==> src/rtl/core/assert_macros.svh <==
// assertion macros shared by the interpolator rtl
// no dependencies; included by the top level
`ifndef ASSERT_MACROS_SVH
`define ASSERT_MACROS_SVH

// same-cycle implication
`define LIT_ASSERT_IMP(label, clk, rst, ante, cons) \
   label: assert property (@(posedge clk) disable iff (rst) (ante) |-> (cons)) \
      else $error("assertion failed");

// next-cycle implication
`define LIT_ASSERT_NXT(label, clk, rst, ante, cons) \
   label: assert property (@(posedge clk) disable iff (rst) (ante) |=> (cons)) \
      else $error("assertion failed");

`endif

==> src/rtl/core/lit_pkg.sv <==
// types, widths and codes of the table linear interpolator
// no dependencies; used by every module of the block
package lit_pkg;

   localparam int TABLE_DEPTH = 16;
   localparam int IDX_W       = $clog2(TABLE_DEPTH);
   localparam int CNT_W       = $clog2(TABLE_DEPTH + 1);

   localparam int ACTION_W = 2;
   localparam int ALT_W    = 32;
   localparam int DENS_W   = 24;
   localparam int PRES_W   = 28;
   localparam int STAT_W   = 2;
   localparam int TOTAL_W  = 5;

   localparam int VAL_W  = PRES_W;
   localparam int QUOT_W = VAL_W;
   localparam int NUM_W  = ALT_W + VAL_W;
   localparam int QCNT_W = $clog2(QUOT_W + 1);

   localparam int REQ_FIELDS_W = ALT_W + DENS_W + PRES_W;
   localparam int REQ_DATA_W   = ((REQ_FIELDS_W + 7) / 8) * 8;
   localparam int RSP_FIELDS_W = DENS_W + PRES_W + TOTAL_W;
   localparam int RSP_DATA_W   = ((RSP_FIELDS_W + 7) / 8) * 8;
   localparam int RSP_PAD_W    = RSP_DATA_W - RSP_FIELDS_W;

   localparam logic [ACTION_W-1:0] ACT_CLEAR  = 2'd0;
   localparam logic [ACTION_W-1:0] ACT_APPEND = 2'd1;
   localparam logic [ACTION_W-1:0] ACT_QUERY  = 2'd2;

   localparam logic [STAT_W-1:0] STAT_OK    = 2'd0;
   localparam logic [STAT_W-1:0] STAT_FULL  = 2'd1;
   localparam logic [STAT_W-1:0] STAT_EMPTY = 2'd2;

   // 1.225 kg/m^3 in Q4.20, 101325 Pa in Q20.8
   localparam logic [DENS_W-1:0] DEF_DENSITY  = 24'd1284506;
   localparam logic [PRES_W-1:0] DEF_PRESSURE = 28'd25939200;

   typedef struct packed {
      logic [ALT_W-1:0]  alt;
      logic [DENS_W-1:0] dens;
      logic [PRES_W-1:0] pres;
   } entry_type;

   typedef struct packed {
      logic busy;
      logic done;
   } div_stat_type;

endpackage

==> src/rtl/core/lit_table.sv <==
// breakpoint table memory: one write port, one registered read port
// depends on lit_pkg
module lit_table (
   input  logic                           clock,
   input  logic                           wr_en,
   input  logic [lit_pkg::IDX_W-1:0]      wr_addr,
   input  lit_pkg::entry_type             wr_data,
   input  logic [lit_pkg::IDX_W-1:0]      rd_addr,
   output lit_pkg::entry_type             rd_data
);

   lit_pkg::entry_type mem [lit_pkg::TABLE_DEPTH];
   lit_pkg::entry_type rd_data_ff;

   always_ff @(posedge clock) begin
      if (wr_en) begin
         mem[wr_addr] <= wr_data;
      end
      rd_data_ff <= mem[rd_addr];
   end

   assign rd_data = rd_data_ff;

endmodule

==> src/rtl/core/lit_div.sv <==
// restoring divider, one quotient bit per cycle; quotient must fit QUOT_W bits
// depends on lit_pkg
module lit_div (
   input  logic                         clock,
   input  logic                         reset,
   input  logic                         start,
   input  logic [lit_pkg::NUM_W-1:0]    dividend,
   input  logic [lit_pkg::ALT_W-1:0]    divisor,
   output logic [lit_pkg::QUOT_W-1:0]   quotient,
   output lit_pkg::div_stat_type        stat
);

   localparam int REM_W = lit_pkg::NUM_W - lit_pkg::QUOT_W;

   logic                         busy_ff, busy_in;
   logic                         done_ff, done_in;
   logic [lit_pkg::QCNT_W-1:0]   cnt_ff, cnt_in;
   logic [REM_W-1:0]             rem_ff, rem_in;
   logic [lit_pkg::QUOT_W-1:0]   sh_ff, sh_in;
   logic [lit_pkg::ALT_W-1:0]    den_ff, den_in;
   logic [REM_W:0]               partial;
   logic [REM_W:0]               trial;

   assign partial = {rem_ff, sh_ff[lit_pkg::QUOT_W-1]};
   assign trial   = partial - {1'b0, den_ff};

   always_comb begin
      busy_in = busy_ff;
      done_in = 1'b0;
      cnt_in  = cnt_ff;
      rem_in  = rem_ff;
      sh_in   = sh_ff;
      den_in  = den_ff;
      if (start) begin
         busy_in = 1'b1;
         cnt_in  = lit_pkg::QCNT_W'(lit_pkg::QUOT_W);
         rem_in  = dividend[lit_pkg::NUM_W-1:lit_pkg::QUOT_W];
         sh_in   = dividend[lit_pkg::QUOT_W-1:0];
         den_in  = divisor;
      end else if (busy_ff) begin
         if (!trial[REM_W]) begin
            rem_in = trial[REM_W-1:0];
            sh_in  = {sh_ff[lit_pkg::QUOT_W-2:0], 1'b1};
         end else begin
            rem_in = partial[REM_W-1:0];
            sh_in  = {sh_ff[lit_pkg::QUOT_W-2:0], 1'b0};
         end
         cnt_in = cnt_ff - 1'b1;
         if (cnt_ff == lit_pkg::QCNT_W'(1)) begin
            busy_in = 1'b0;
            done_in = 1'b1;
         end
      end
   end

   always_ff @(posedge clock) begin
      if (reset) begin
         busy_ff <= 1'b0;
         done_ff <= 1'b0;
         cnt_ff  <= '0;
      end else begin
         busy_ff <= busy_in;
         done_ff <= done_in;
         cnt_ff  <= cnt_in;
      end
   end

   always_ff @(posedge clock) begin
      rem_ff <= rem_in;
      sh_ff  <= sh_in;
      den_ff <= den_in;
   end

   assign quotient  = sh_ff;
   assign stat.busy = busy_ff;
   assign stat.done = done_ff;

endmodule

==> src/rtl/core/table_linear_interpolator_top.sv <==
// top level of the table linear interpolator: sequencer, multiplier, result register
// depends on lit_pkg, lit_table, lit_div and assert_macros.svh
//
// Clear, append and unused-action items, and a query on an empty table, take no table
// read. A query reads the first point, then the last point, and clamps to whichever it
// lies at or beyond. A query inside the table steps through the single read port of the
// breakpoint memory one interval at a time, then runs density and pressure in turn
// through one multiplier and one shared restoring divider, which gives 28 quotient bits
// for each quantity. A zero-width bracket skips the divider.
// A new item is taken once the previous one has moved to the result register.

`include "assert_macros.svh"

module table_linear_interpolator_top (
   input  logic                                clock,
   input  logic                                reset,
   input  logic                                req_tvalid,
   output logic                                req_tready,
   // altitude, point_density, point_pressure, zero pad
   input  logic [lit_pkg::REQ_DATA_W-1:0]      req_tdata,
   // action
   input  logic [lit_pkg::ACTION_W-1:0]        req_tuser,
   output logic                                rsp_tvalid,
   input  logic                                rsp_tready,
   // density, pressure, point_total, zero pad
   output logic [lit_pkg::RSP_DATA_W-1:0]      rsp_tdata,
   // status
   output logic [lit_pkg::STAT_W-1:0]          rsp_tuser
);

   localparam logic [3:0] S_IDLE    = 4'd0;
   localparam logic [3:0] S_FETCH0  = 4'd1;
   localparam logic [3:0] S_CHK0    = 4'd2;
   localparam logic [3:0] S_CHKL    = 4'd3;
   localparam logic [3:0] S_FETCH   = 4'd4;
   localparam logic [3:0] S_SCAN    = 4'd5;
   localparam logic [3:0] S_MUL     = 4'd6;
   localparam logic [3:0] S_DIVGO   = 4'd7;
   localparam logic [3:0] S_DIVWAIT = 4'd8;
   localparam logic [3:0] S_FINISH  = 4'd9;

   localparam int ALT_W  = lit_pkg::ALT_W;
   localparam int DENS_W = lit_pkg::DENS_W;
   localparam int PRES_W = lit_pkg::PRES_W;
   localparam int VAL_W  = lit_pkg::VAL_W;

   logic [3:0]                      state_ff, state_in;
   logic [lit_pkg::CNT_W-1:0]       points_ff, points_in;
   logic [lit_pkg::IDX_W-1:0]       idx_ff, idx_in;
   logic                            sel_ff, sel_in;
   logic                            rsp_valid_ff, rsp_valid_in;

   logic [ALT_W-1:0]                x_ff, x_in;
   lit_pkg::entry_type              lo_ff, lo_in;
   lit_pkg::entry_type              hi_ff, hi_in;
   logic [lit_pkg::NUM_W-1:0]       prod_ff, prod_in;
   logic                            neg_ff, neg_in;
   logic [ALT_W-1:0]                den_ff, den_in;
   logic [VAL_W-1:0]                v1_ff, v1_in;
   logic [DENS_W-1:0]               dres_ff, dres_in;
   logic [PRES_W-1:0]               pres_ff, pres_in;
   logic [lit_pkg::STAT_W-1:0]      stat_ff, stat_in;
   logic [DENS_W-1:0]               rsp_dens_ff, rsp_dens_in;
   logic [PRES_W-1:0]               rsp_pres_ff, rsp_pres_in;
   logic [lit_pkg::STAT_W-1:0]      rsp_stat_ff, rsp_stat_in;
   logic [lit_pkg::TOTAL_W-1:0]     rsp_total_ff, rsp_total_in;

   logic                            accept;
   logic [lit_pkg::ACTION_W-1:0]    in_action;
   logic [ALT_W-1:0]                in_alt;
   logic [DENS_W-1:0]               in_dens;
   logic [PRES_W-1:0]               in_pres;
   logic [lit_pkg::IDX_W-1:0]       last_idx;

   logic                            wr_en;
   lit_pkg::entry_type              wr_data;
   lit_pkg::entry_type              rd_data;

   logic                            div_start;
   logic [lit_pkg::QUOT_W-1:0]      div_quot;
   lit_pkg::div_stat_type           div_stat;

   logic [VAL_W-1:0]                v1, v2;
   logic [VAL_W:0]                  dv;
   logic [VAL_W-1:0]                dv_mag;
   logic [ALT_W:0]                  dx;
   logic [ALT_W:0]                  den;
   logic [VAL_W-1:0]                div_res;
   logic                            x_le_rd, x_ge_rd, x_ge_lo;

   assign req_tready = (state_ff == S_IDLE);
   assign accept     = req_tvalid && req_tready;
   assign in_action  = req_tuser;
   assign in_alt     = req_tdata[ALT_W-1:0];
   assign in_dens    = req_tdata[ALT_W+DENS_W-1:ALT_W];
   assign in_pres    = req_tdata[ALT_W+DENS_W+PRES_W-1:ALT_W+DENS_W];
   assign last_idx   = lit_pkg::IDX_W'(points_ff - 1'b1);

   assign wr_data.alt  = in_alt;
   assign wr_data.dens = in_dens;
   assign wr_data.pres = in_pres;

   assign x_le_rd = $signed(x_ff) <= $signed(rd_data.alt);
   assign x_ge_rd = $signed(x_ff) >= $signed(rd_data.alt);
   assign x_ge_lo = $signed(x_ff) >= $signed(lo_ff.alt);

   // interval arithmetic on the bracketing pair
   assign v1     = sel_ff ? lo_ff.pres : VAL_W'(lo_ff.dens);
   assign v2     = sel_ff ? hi_ff.pres : VAL_W'(hi_ff.dens);
   assign dv     = {1'b0, v2} - {1'b0, v1};
   assign dv_mag = dv[VAL_W] ? VAL_W'(-dv) : dv[VAL_W-1:0];
   assign dx     = {x_ff[ALT_W-1], x_ff} - {lo_ff.alt[ALT_W-1], lo_ff.alt};
   assign den    = {hi_ff.alt[ALT_W-1], hi_ff.alt} - {lo_ff.alt[ALT_W-1], lo_ff.alt};
   assign div_res = neg_ff ? (v1_ff - div_quot) : (v1_ff + div_quot);

   always_comb begin
      state_in     = state_ff;
      points_in    = points_ff;
      idx_in       = idx_ff;
      sel_in       = sel_ff;
      rsp_valid_in = rsp_valid_ff;
      x_in         = x_ff;
      lo_in        = lo_ff;
      hi_in        = hi_ff;
      prod_in      = prod_ff;
      neg_in       = neg_ff;
      den_in       = den_ff;
      v1_in        = v1_ff;
      dres_in      = dres_ff;
      pres_in      = pres_ff;
      stat_in      = stat_ff;
      rsp_dens_in  = rsp_dens_ff;
      rsp_pres_in  = rsp_pres_ff;
      rsp_stat_in  = rsp_stat_ff;
      rsp_total_in = rsp_total_ff;
      wr_en        = 1'b0;
      div_start    = 1'b0;

      if (rsp_tready) begin
         rsp_valid_in = 1'b0;
      end

      unique case (state_ff)
         S_IDLE: begin
            if (accept) begin
               x_in     = in_alt;
               dres_in  = '0;
               pres_in  = '0;
               stat_in  = lit_pkg::STAT_OK;
               state_in = S_FINISH;
               unique case (in_action)
                  lit_pkg::ACT_CLEAR: begin
                     points_in = '0;
                  end
                  lit_pkg::ACT_APPEND: begin
                     if (points_ff < lit_pkg::CNT_W'(lit_pkg::TABLE_DEPTH)) begin
                        wr_en     = 1'b1;
                        points_in = points_ff + 1'b1;
                     end else begin
                        stat_in = lit_pkg::STAT_FULL;
                     end
                  end
                  lit_pkg::ACT_QUERY: begin
                     if (points_ff == '0) begin
                        dres_in = lit_pkg::DEF_DENSITY;
                        pres_in = lit_pkg::DEF_PRESSURE;
                        stat_in = lit_pkg::STAT_EMPTY;
                     end else begin
                        idx_in   = '0;
                        state_in = S_FETCH0;
                     end
                  end
                  default: begin
                  end
               endcase
            end
         end
         S_FETCH0: begin
            idx_in   = last_idx;
            state_in = S_CHK0;
         end
         S_CHK0: begin
            lo_in = rd_data;
            if (x_le_rd) begin
               dres_in  = rd_data.dens;
               pres_in  = rd_data.pres;
               state_in = S_FINISH;
            end else begin
               state_in = S_CHKL;
            end
         end
         S_CHKL: begin
            // last point is also the answer when no interval brackets
            dres_in = rd_data.dens;
            pres_in = rd_data.pres;
            if (x_ge_rd) begin
               state_in = S_FINISH;
            end else begin
               idx_in   = lit_pkg::IDX_W'(1);
               state_in = S_FETCH;
            end
         end
         S_FETCH: begin
            state_in = S_SCAN;
         end
         S_SCAN: begin
            if (x_ge_lo && x_le_rd) begin
               hi_in    = rd_data;
               sel_in   = 1'b0;
               state_in = S_MUL;
            end else begin
               lo_in = rd_data;
               if (idx_ff == last_idx) begin
                  state_in = S_FINISH;
               end else begin
                  idx_in   = idx_ff + 1'b1;
                  state_in = S_FETCH;
               end
            end
         end
         S_MUL: begin
            if (den == '0) begin
               // zero-width interval answers the lower point
               if (sel_ff) begin
                  pres_in  = v1;
                  state_in = S_FINISH;
               end else begin
                  dres_in = v1[DENS_W-1:0];
                  sel_in  = 1'b1;
               end
            end else begin
               prod_in  = dx[ALT_W-1:0] * dv_mag;
               neg_in   = dv[VAL_W];
               den_in   = den[ALT_W-1:0];
               v1_in    = v1;
               state_in = S_DIVGO;
            end
         end
         S_DIVGO: begin
            div_start = 1'b1;
            state_in  = S_DIVWAIT;
         end
         S_DIVWAIT: begin
            if (div_stat.done) begin
               if (sel_ff) begin
                  pres_in  = div_res;
                  state_in = S_FINISH;
               end else begin
                  dres_in  = div_res[DENS_W-1:0];
                  sel_in   = 1'b1;
                  state_in = S_MUL;
               end
            end
         end
         S_FINISH: begin
            if (!rsp_valid_ff || rsp_tready) begin
               rsp_valid_in = 1'b1;
               rsp_dens_in  = dres_ff;
               rsp_pres_in  = pres_ff;
               rsp_stat_in  = stat_ff;
               rsp_total_in = lit_pkg::TOTAL_W'(points_ff);
               state_in     = S_IDLE;
            end
         end
         default: begin
            state_in = S_IDLE;
         end
      endcase
   end

   always_ff @(posedge clock) begin
      if (reset) begin
         state_ff     <= S_IDLE;
         points_ff    <= '0;
         idx_ff       <= '0;
         sel_ff       <= 1'b0;
         rsp_valid_ff <= 1'b0;
      end else begin
         state_ff     <= state_in;
         points_ff    <= points_in;
         idx_ff       <= idx_in;
         sel_ff       <= sel_in;
         rsp_valid_ff <= rsp_valid_in;
      end
   end

   always_ff @(posedge clock) begin
      x_ff         <= x_in;
      lo_ff        <= lo_in;
      hi_ff        <= hi_in;
      prod_ff      <= prod_in;
      neg_ff       <= neg_in;
      den_ff       <= den_in;
      v1_ff        <= v1_in;
      dres_ff      <= dres_in;
      pres_ff      <= pres_in;
      stat_ff      <= stat_in;
      rsp_dens_ff  <= rsp_dens_in;
      rsp_pres_ff  <= rsp_pres_in;
      rsp_stat_ff  <= rsp_stat_in;
      rsp_total_ff <= rsp_total_in;
   end

   lit_table u_table (
      .clock   (clock),
      .wr_en   (wr_en),
      .wr_addr (lit_pkg::IDX_W'(points_ff)),
      .wr_data (wr_data),
      .rd_addr (idx_ff),
      .rd_data (rd_data)
   );

   lit_div u_div (
      .clock    (clock),
      .reset    (reset),
      .start    (div_start),
      .dividend (prod_ff),
      .divisor  (den_ff),
      .quotient (div_quot),
      .stat     (div_stat)
   );

   assign rsp_tvalid = rsp_valid_ff;
   assign rsp_tdata  = {{lit_pkg::RSP_PAD_W{1'b0}}, rsp_total_ff, rsp_pres_ff, rsp_dens_ff};
   assign rsp_tuser  = rsp_stat_ff;

   `LIT_ASSERT_NXT(a_busy_after_accept, clock, reset, accept, !req_tready)
   `LIT_ASSERT_IMP(a_points_bounded, clock, reset, 1'b1,
                   points_ff <= lit_pkg::CNT_W'(lit_pkg::TABLE_DEPTH))
   `LIT_ASSERT_IMP(a_div_start_idle, clock, reset, div_start, !div_stat.busy)
   `LIT_ASSERT_NXT(a_div_only_in_wait, clock, reset, div_stat.busy, state_ff == S_DIVWAIT)

endmodule

==> config.mk <==
export PLATFORM = sky130hd
export DESIGN_NAME = table_linear_interpolator_top
export DESIGN_NICKNAME = d
export VERILOG_FILES = /design/src/rtl/core/lit_pkg.sv /design/src/rtl/core/lit_table.sv /design/src/rtl/core/lit_div.sv /design/src/rtl/core/table_linear_interpolator_top.sv
export VERILOG_INCLUDE_DIRS = /design/src /design/src/rtl/core
export SDC_FILE = /design/constraint.sdc
export NUM_CORES = 2
export LEC_CHECK = 0
export BUFFER_PORTS_ARGS = -buffer_cell sky130_fd_sc_hd__buf_2
export CAP_MARGIN = 20
export CORE_MARGIN = 2
export CORE_UTILIZATION = 50
export DETAILED_ROUTE_END_ITERATION = 10
export HOLD_SLACK_MARGIN = 0.06
export PLACE_DENSITY = 0.66
export SLEW_MARGIN = 0
export SYNTH_ARGS = -nofsm -noshare
export SYNTH_HDL_FRONTEND = slang
export SYNTH_SLANG_ARGS = --single-unit
==> constraint.sdc <==
create_clock -name clock -period 12.9 [get_ports clock]
set_clock_uncertainty 0.2 [all_clocks]
set_input_delay 1.29 -clock clock [delete_from_list [all_inputs] [get_ports clock]]
set_output_delay 1.29 -clock clock [all_outputs]
set_load 0.01 [all_outputs]
Word-level counts from Yosys, hierarchy flattened
Memories as Yosys holds them, arrays and structs flattened. A register that Yosys moved wholly into a read port is not among the register bits.
Cells that the tools add are included.

storage, ports and cells
  register bits after elaboration = 548
  bits in writable memories = 1344
  input port bits = 94
  output and inout bits = 68
  word-level logic and storage cells = 181
  memories kept = 1

operators by class
  add/sub/neg operators = 11
  multipliers = 1
  order comparisons = 4
  equal/unequal tests = 30
  mux-type cells = 75
  bitwise logic cells = 2
  reduce and logical (&&, ||, !) cells = 27

memory list
  memory       depth  width  read ports  clocked after memory_dff  write ports  RTL line         RTL
  u_table.mem  16     84     1           1                         1            lit_table.sv:12  lit_pkg::entry_type mem [lit_pkg::TABLE_DEPTH];

operators with widths
  cell                                            number
  28-bit 2-to-1 mux                               12
  84-bit case mux with 2 select lines             1
  24-bit 2-to-1 mux                               6
  28-bit case mux with 5 select lines             1
  24-bit case mux with 5 select lines             1
  32-bit 2-to-1 mux                               3
  84-bit 2-to-1 mux                               1
  4-bit 2-to-1 mux                                18
  32-bit >= comparator                            2
  32-bit by 28-bit multiplier with 60-bit output  1
  25-bit 2-to-1 mux                               2
  21-bit 2-to-1 mux                               2
  4-bit case mux with 10 select lines             1
  33-bit zero test                                1
  32-bit by 32-bit subtractor with 33-bit output  1
  33-bit by 32-bit subtractor with 33-bit output  1
  32-bit <= comparator                            1
  32-bit subtractor                               1
  28-bit by 28-bit subtractor with 29-bit output  1
  28-bit adder                                    1
  28-bit negator                                  1
  28-bit subtractor                               1
  2-bit inequality test, second input constant    13
  7-bit AND reduction                             3
  37 further kinds                                74

Longest topological paths before layout
  depth in word-level cells = 7
  gate-level depth with buffers = 47
  mapped depth without buffers = 42

By module
A second synthesis with hierarchy kept.

unflattened totals
  cell total of the unflattened synthesis = 8168
  area total of the unflattened synthesis = 110903.9 um2

by module, submodules not included
  module                         times used  cells each  area each (um2)  sequential area each (um2)
  table_linear_interpolator_top  1           5457        52814.4          13332.8
  lit_table                      1           2154        52052.4          42040.3
  lit_div                        1           557         6037.0           2902.8

Worst setup path after synthesis
Ideal clock, no wire load.

  kind = register to register
  start = register lo_ff[52] in the netlist's numbering
  end = register pres_ff[0], enable pin
  library setup time = 0.978 ns
  arrival = 10.648 ns
  data required time = 11.722 ns
  setup slack = 1.074 ns
  cell stages (with the launch flop) = 14
  path buffers = 0
  period minus slack after synthesis = 11.826 ns
  cells stage by stage = edfxtp_1 -> ha_1 -> fa_1 -> nor2b_1 -> o31a_1 -> o31ai_1 -> o21ai_0 -> a21oi_1 -> o21ai_0 -> and3_1 -> nor4_1 -> and4_1 -> nor2_1 -> nor3_1

between the ends
  cells in the longest elaborated chain, start to end = 4

ends and longest elaborated chain
  what                                            RTL line                              RTL
  start, declared                                 table_linear_interpolator_top.sv:54   lit_pkg::entry_type lo_ff, lo_in;
  start signal, assigned                          table_linear_interpolator_top.sv:289  lo_ff <= lo_in;
  32-bit by 32-bit subtractor with 33-bit output  table_linear_interpolator_top.sv:113  assign den = {hi_ff.alt[ALT_W-1], hi_ff.alt} - {lo_ff.alt[ALT_W-1], lo_ff.alt};
  33-bit zero test                                table_linear_interpolator_top.sv:222  if (den == '0) begin
  2-bit inequality test (no source line)          n/a
  7-bit AND reduction (no source line)            n/a
  end signal, assigned                            table_linear_interpolator_top.sv:296  pres_ff <= pres_in;
  end, declared                                   table_linear_interpolator_top.sv:61   logic [PRES_W-1:0] pres_ff, pres_in;

Every way passes these cells.
A chain may end at the register's enable or synchronous reset.

Worst setup path in the final report
  start = register sel_ff
  end = register prod_ff[57] in the netlist's numbering, data pin

between the ends
  cells in the longest elaborated chain, start to end = 5
  elaborated cells on any way between the ends = 6
  classes of those cells = add/sub (2); mul (1); mux (3)

ends and longest elaborated chain
  what                                              RTL line                              RTL
  start, declared                                   table_linear_interpolator_top.sv:50   logic sel_ff, sel_in;
  start signal, assigned                            table_linear_interpolator_top.sv:282  sel_ff <= sel_in;
  28-bit 2-to-1 mux *                               table_linear_interpolator_top.sv:108  assign v1 = sel_ff ? lo_ff.pres : VAL_W'(lo_ff.dens);
  via v1[8]                                         table_linear_interpolator_top.sv:83   logic [VAL_W-1:0] v1, v2;
  28-bit by 28-bit subtractor with 29-bit output *  table_linear_interpolator_top.sv:110  assign dv = {1'b0, v2} - {1'b0, v1};
  28-bit negator                                    table_linear_interpolator_top.sv:111  assign dv_mag = dv[VAL_W] ? VAL_W'(-dv) : dv[VAL_W-1:0];
  28-bit 2-to-1 mux *                               table_linear_interpolator_top.sv:111
  32-bit by 28-bit multiplier with 60-bit output *  table_linear_interpolator_top.sv:232  prod_in = dx[ALT_W-1:0] * dv_mag;
  end signal, assigned                              table_linear_interpolator_top.sv:291  prod_ff <= prod_in;
  end, declared                                     table_linear_interpolator_top.sv:56   logic [lit_pkg::NUM_W-1:0] prod_ff, prod_in;

The timed path passes the listed nets; every way through them passes the cells marked *.

==> run summary <==
The tools report the setup TNS as 0 ns. The congestion estimate from routability-driven global placement came to 0.969. The prevailing post-synth register cell is sky130_fd_sc_hd__edfxtp_1. The number of enable-type register cells in the synthesized netlist came out at 1870. The minimum period implied by the final worst setup slack works out to 12.41 ns.

The tool flagged a number of max-cap violations equal to 0. For the number of instances in the synthesized netlist, the log shows 7938. The clock latency on the worst-skew pair is 0.86 ns. The arrival time of the worst setup path was 12.85 ns. The slowest cell on the critical path was sky130_fd_sc_hd__a2111oi_2. In the routed layout, each cell is associated on average with a via count of 5.88. The final layout contains 9435 nets.

The clock slew seen by the registers of the worst setup and hold paths was 0.06 ns. The count of buffers inserted at the top-level ports works out to 150. The post-route clock period utilization came out at 96.2%. For this run, the top clock speed supported by timing is 80.6 MHz. For this design the top-level I/O count stands at 162. The worst setup path is launched from a flop. Sequential cells were found to cover 52.8% of the synthesized design area.

Yosys mapped the design onto 94 distinct sky130hd cell types. In this run the cell area of the synthesized design comes to 110000 um^2. From left edge to right edge, the die measures 474 um. The filler cells instantiated in the layout total 17300. The tools report the area of the die as 225000 um^2.

The clock net in this run drives a total of 1976 sinks. The tools report the final routed wirelength across all metal layers as 287000 um. The die height was 474 um; the number of detailed-routing iterations run before antenna repair was 6.

The number of warnings reported in the yosys synthesis log is 0, and the pin count of the biggest net entering global routing is 134. The final number of hold-violating endpoints is 0. In the final layout, the multi-input gates occupy 47300 um^2. The share of final-layout standard cells stronger than drive strength 1 was 14.6%. Path type of the worst min-delay path: reg2reg. No sink is reached through more buffers than the 3 on the longest clock path.

Count of hold-fix buffers inserted at cts: 0. The clock root buffer was sky130_fd_sc_hd__clkbuf_16. Worst stage delay on the critical path: 0.67 ns.

Counting stages on the worst path, the most repeated cell is sky130_fd_sc_hd__fa_1. The DRC violation total after the first TritonRoute iteration is 6877. The worst pin sits at a relative slew slack of 20.0%.

Relative to the synthesized area, the layout overhead comes to 10.8%. Once detail routing completed, the nets flagged for antenna violations numbered 0. For this run, design rule violations remaining after detail routing come to 0. The async set or reset register ratio after synthesis is 0%.

The number of clock buffers added by TritonCTS is 197. The tools report the final number of setup-violating endpoints as 0. The flow ran to the end, and the final reports show no timing, DRC or antenna violations.

After synthesis the netlist holds a flip-flop and latch count of 1976. The H-tree was split into 4 levels. The sequential cells in the finished layout cover a total of 58300 um^2. TritonCTS built the clock tree. In the final routed layout, each cell accounts on average for 25.7 um. The worst setup path is captured at a flop. Detailed routing inserted a total of 65800 vias. Global routing consumed, over all layers together, 26.0% of the routing resources. After global routing the overflow that remains totals 0.

Class of the most critical setup path: reg2reg. Along the worst path, the maximum fanout reaches 16. The floorplan step defined a core boundary enclosing 220000 um^2.

Summed over all nets, the half-perimeter wirelength after detailed placement is 196000 um. Number of placement rows: 172. At the worst endpoint, the required time is 13.34 ns. The tools report the via count of the first global-routing pass as 67600. The total count of max-transition violations in the final report was 0; the average instance area after synthesis was 13.9 um^2.

The transition time at the pin with the least slew margin was 1.20 ns. The initial antenna violation count is 53. The first global-routing pass estimated 432000 um of wire. Once the floorplan was initialized, standard cells occupied 50.3% of the core.
## cell usage in the layout, fill, tap and decap left out, types with 33 or more instances in the layout
master and count:
sky130_fd_sc_hd__a21o_1 139, sky130_fd_sc_hd__a21oi_1 226, sky130_fd_sc_hd__and2_1 99, sky130_fd_sc_hd__buf_2 150, sky130_fd_sc_hd__buf_4 171, sky130_fd_sc_hd__clkbuf_1 42
sky130_fd_sc_hd__clkbuf_16 198, sky130_fd_sc_hd__clkinv_2 34, sky130_fd_sc_hd__dfxtp_1 102, sky130_fd_sc_hd__edfxtp_1 1870, sky130_fd_sc_hd__fa_1 783, sky130_fd_sc_hd__ha_1 410
sky130_fd_sc_hd__inv_1 1091, sky130_fd_sc_hd__mux2_2 33, sky130_fd_sc_hd__mux2i_1 49, sky130_fd_sc_hd__mux4_2 420, sky130_fd_sc_hd__nand2_1 891, sky130_fd_sc_hd__nand2b_1 60
sky130_fd_sc_hd__nand3_1 64, sky130_fd_sc_hd__nor2_1 360, sky130_fd_sc_hd__nor2b_1 56, sky130_fd_sc_hd__nor3_1 64, sky130_fd_sc_hd__o21a_1 36, sky130_fd_sc_hd__o21ai_0 136
sky130_fd_sc_hd__xnor2_1 141, sky130_fd_sc_hd__xor2_1 80
## critical path: cells and delay by family (launching register included)
kind | cells | cell delay (ns)
adders and majority gates | 9 | 4.28
xor gates and xnor gates | 2 | 0.54
AOI/OAI and AO/OA | 9 | 2.67
DFF | 1 | 0.50
buffers and inverters | 8 | 1.24
muxes | 1 | 0.38
and+or+nand+nor | 9 | 2.31
## final timing paths
kind         cells after the start                  from                       end  slack [ns]
min                              0  dres_ff[7]$_DFFE_PP_  rsp_dens_ff[7]$_DFFE_PP_        0.21
max                             38   sel_ff$_SDFFE_PP0P_     prod_ff[57]$_DFFE_PP_        0.49
min reg2reg                      0  dres_ff[7]$_DFFE_PP_  rsp_dens_ff[7]$_DFFE_PP_        0.21
max reg2reg                     38   sel_ff$_SDFFE_PP0P_     prod_ff[57]$_DFFE_PP_        0.49
## layout make-up
cell class	instances	area share [%]
clock inverter	116	1.12
tap	2871	2.94
inverter	1095	3.37
multi-input combinational	4537	38.7
sequential	1976	47.7
timing repair buffer	341	1.96
clock buffer	248	4.27
antenna	15	0.0307
## Yosys cell counts (all sizes together), types with 10 or more instances
cell type  number  share of area [%]
nor2b          57               0.32
a21o          140               0.95
fa            783                 14
dfxtp         106                1.9
nand2         891                3.0
o21a           36               0.24
nor3           73               0.34
a31oi          30               0.17
mux2i          49               0.44
clkbuf        260               0.89
a211o          15               0.12
a21oi         228                1.0
nor2          374                1.3
xor2           94               0.76
nor3b          11              0.075
ha            410                4.6
and3           26               0.15
nand3          65               0.29
inv          1094                3.7
edfxtp       1870                 51
nand2b         61               0.35
a211oi         22               0.15
and2           99               0.56
nor4           21               0.12
o21bai         18               0.12
or3            17              0.096
o211ai         16               0.11
xnor2         167                1.3
mux2           33               0.34
or2            19               0.11
nand4          23               0.13
a2111oi        14               0.16
a221oi         10              0.091
buf            76               0.34
o31ai          24               0.19
mux4          420                8.6
o21ai         144               0.66
## registers in the layout (all words and copies together), names as in the netlist, 24 cells and up
name / cells
lo_ff: 84
u_div.den_ff: 32
v1_ff: 28
u_div.quotient: 28
x_ff: 32
u_div.rem_ff: 32
u_table.rd_data: 84
prod_ff: 60
den_ff: 32
u_table.mem: 1344
rsp_dens_ff: 24
hi_ff: 84
rsp_pres_ff: 28
dres_ff: 24
pres_ff: 28
## per-layer routing
metal  vias up  global-route usage, %  part of all wire [%]
met2      2867                   40.9                    46
met5         -                      0                 0.084
met3       536                   5.09                   9.1
met4        36                   8.24                   3.5
li1      28200                      -                     -
met1     34100                   36.7                    41
## cell families after synthesis
group	share of synthesized area, %
fa+ha+maj	18.9
buf+inv	4.95
other cells	0.00340
simple gates	7.15
flops	52.8
xor+xnor	2.09
mux	9.35
compound gates	4.81
## what timing repair did
item / 4_1_cts / 5_1_grt
setup buffers: 0 / 5
gates resized for setup: 1 / 17
pin swaps: 0 / 2
endpoints found under the setup margin: 1 / 17
## stage by stage
step | util (%) | std cells | hold WS [ns] | setup slack (ns) | instance area, um^2
2_1_floorplan | - | 7944 | 0.200 | 1.07 | 110000
3_3_place_gp | 52.5 | 10800 | 0.202 | 0.193 | 115000
3_5_place_dp | 52.6 | 10800 | 0.205 | 0.0714 | 115000
4_1_cts | 55.6 | 11200 | 0.212 | 0.0216 | 122000
5_1_grt | 55.7 | 11200 | 0.221 | -0.0305 | 122000
6_report | 55.7 | 11200 | 0.209 | 0.489 | 122000
Power is not shown: default switching activity piles up to over one toggle a cycle in this logic, so the estimate is an artifact.
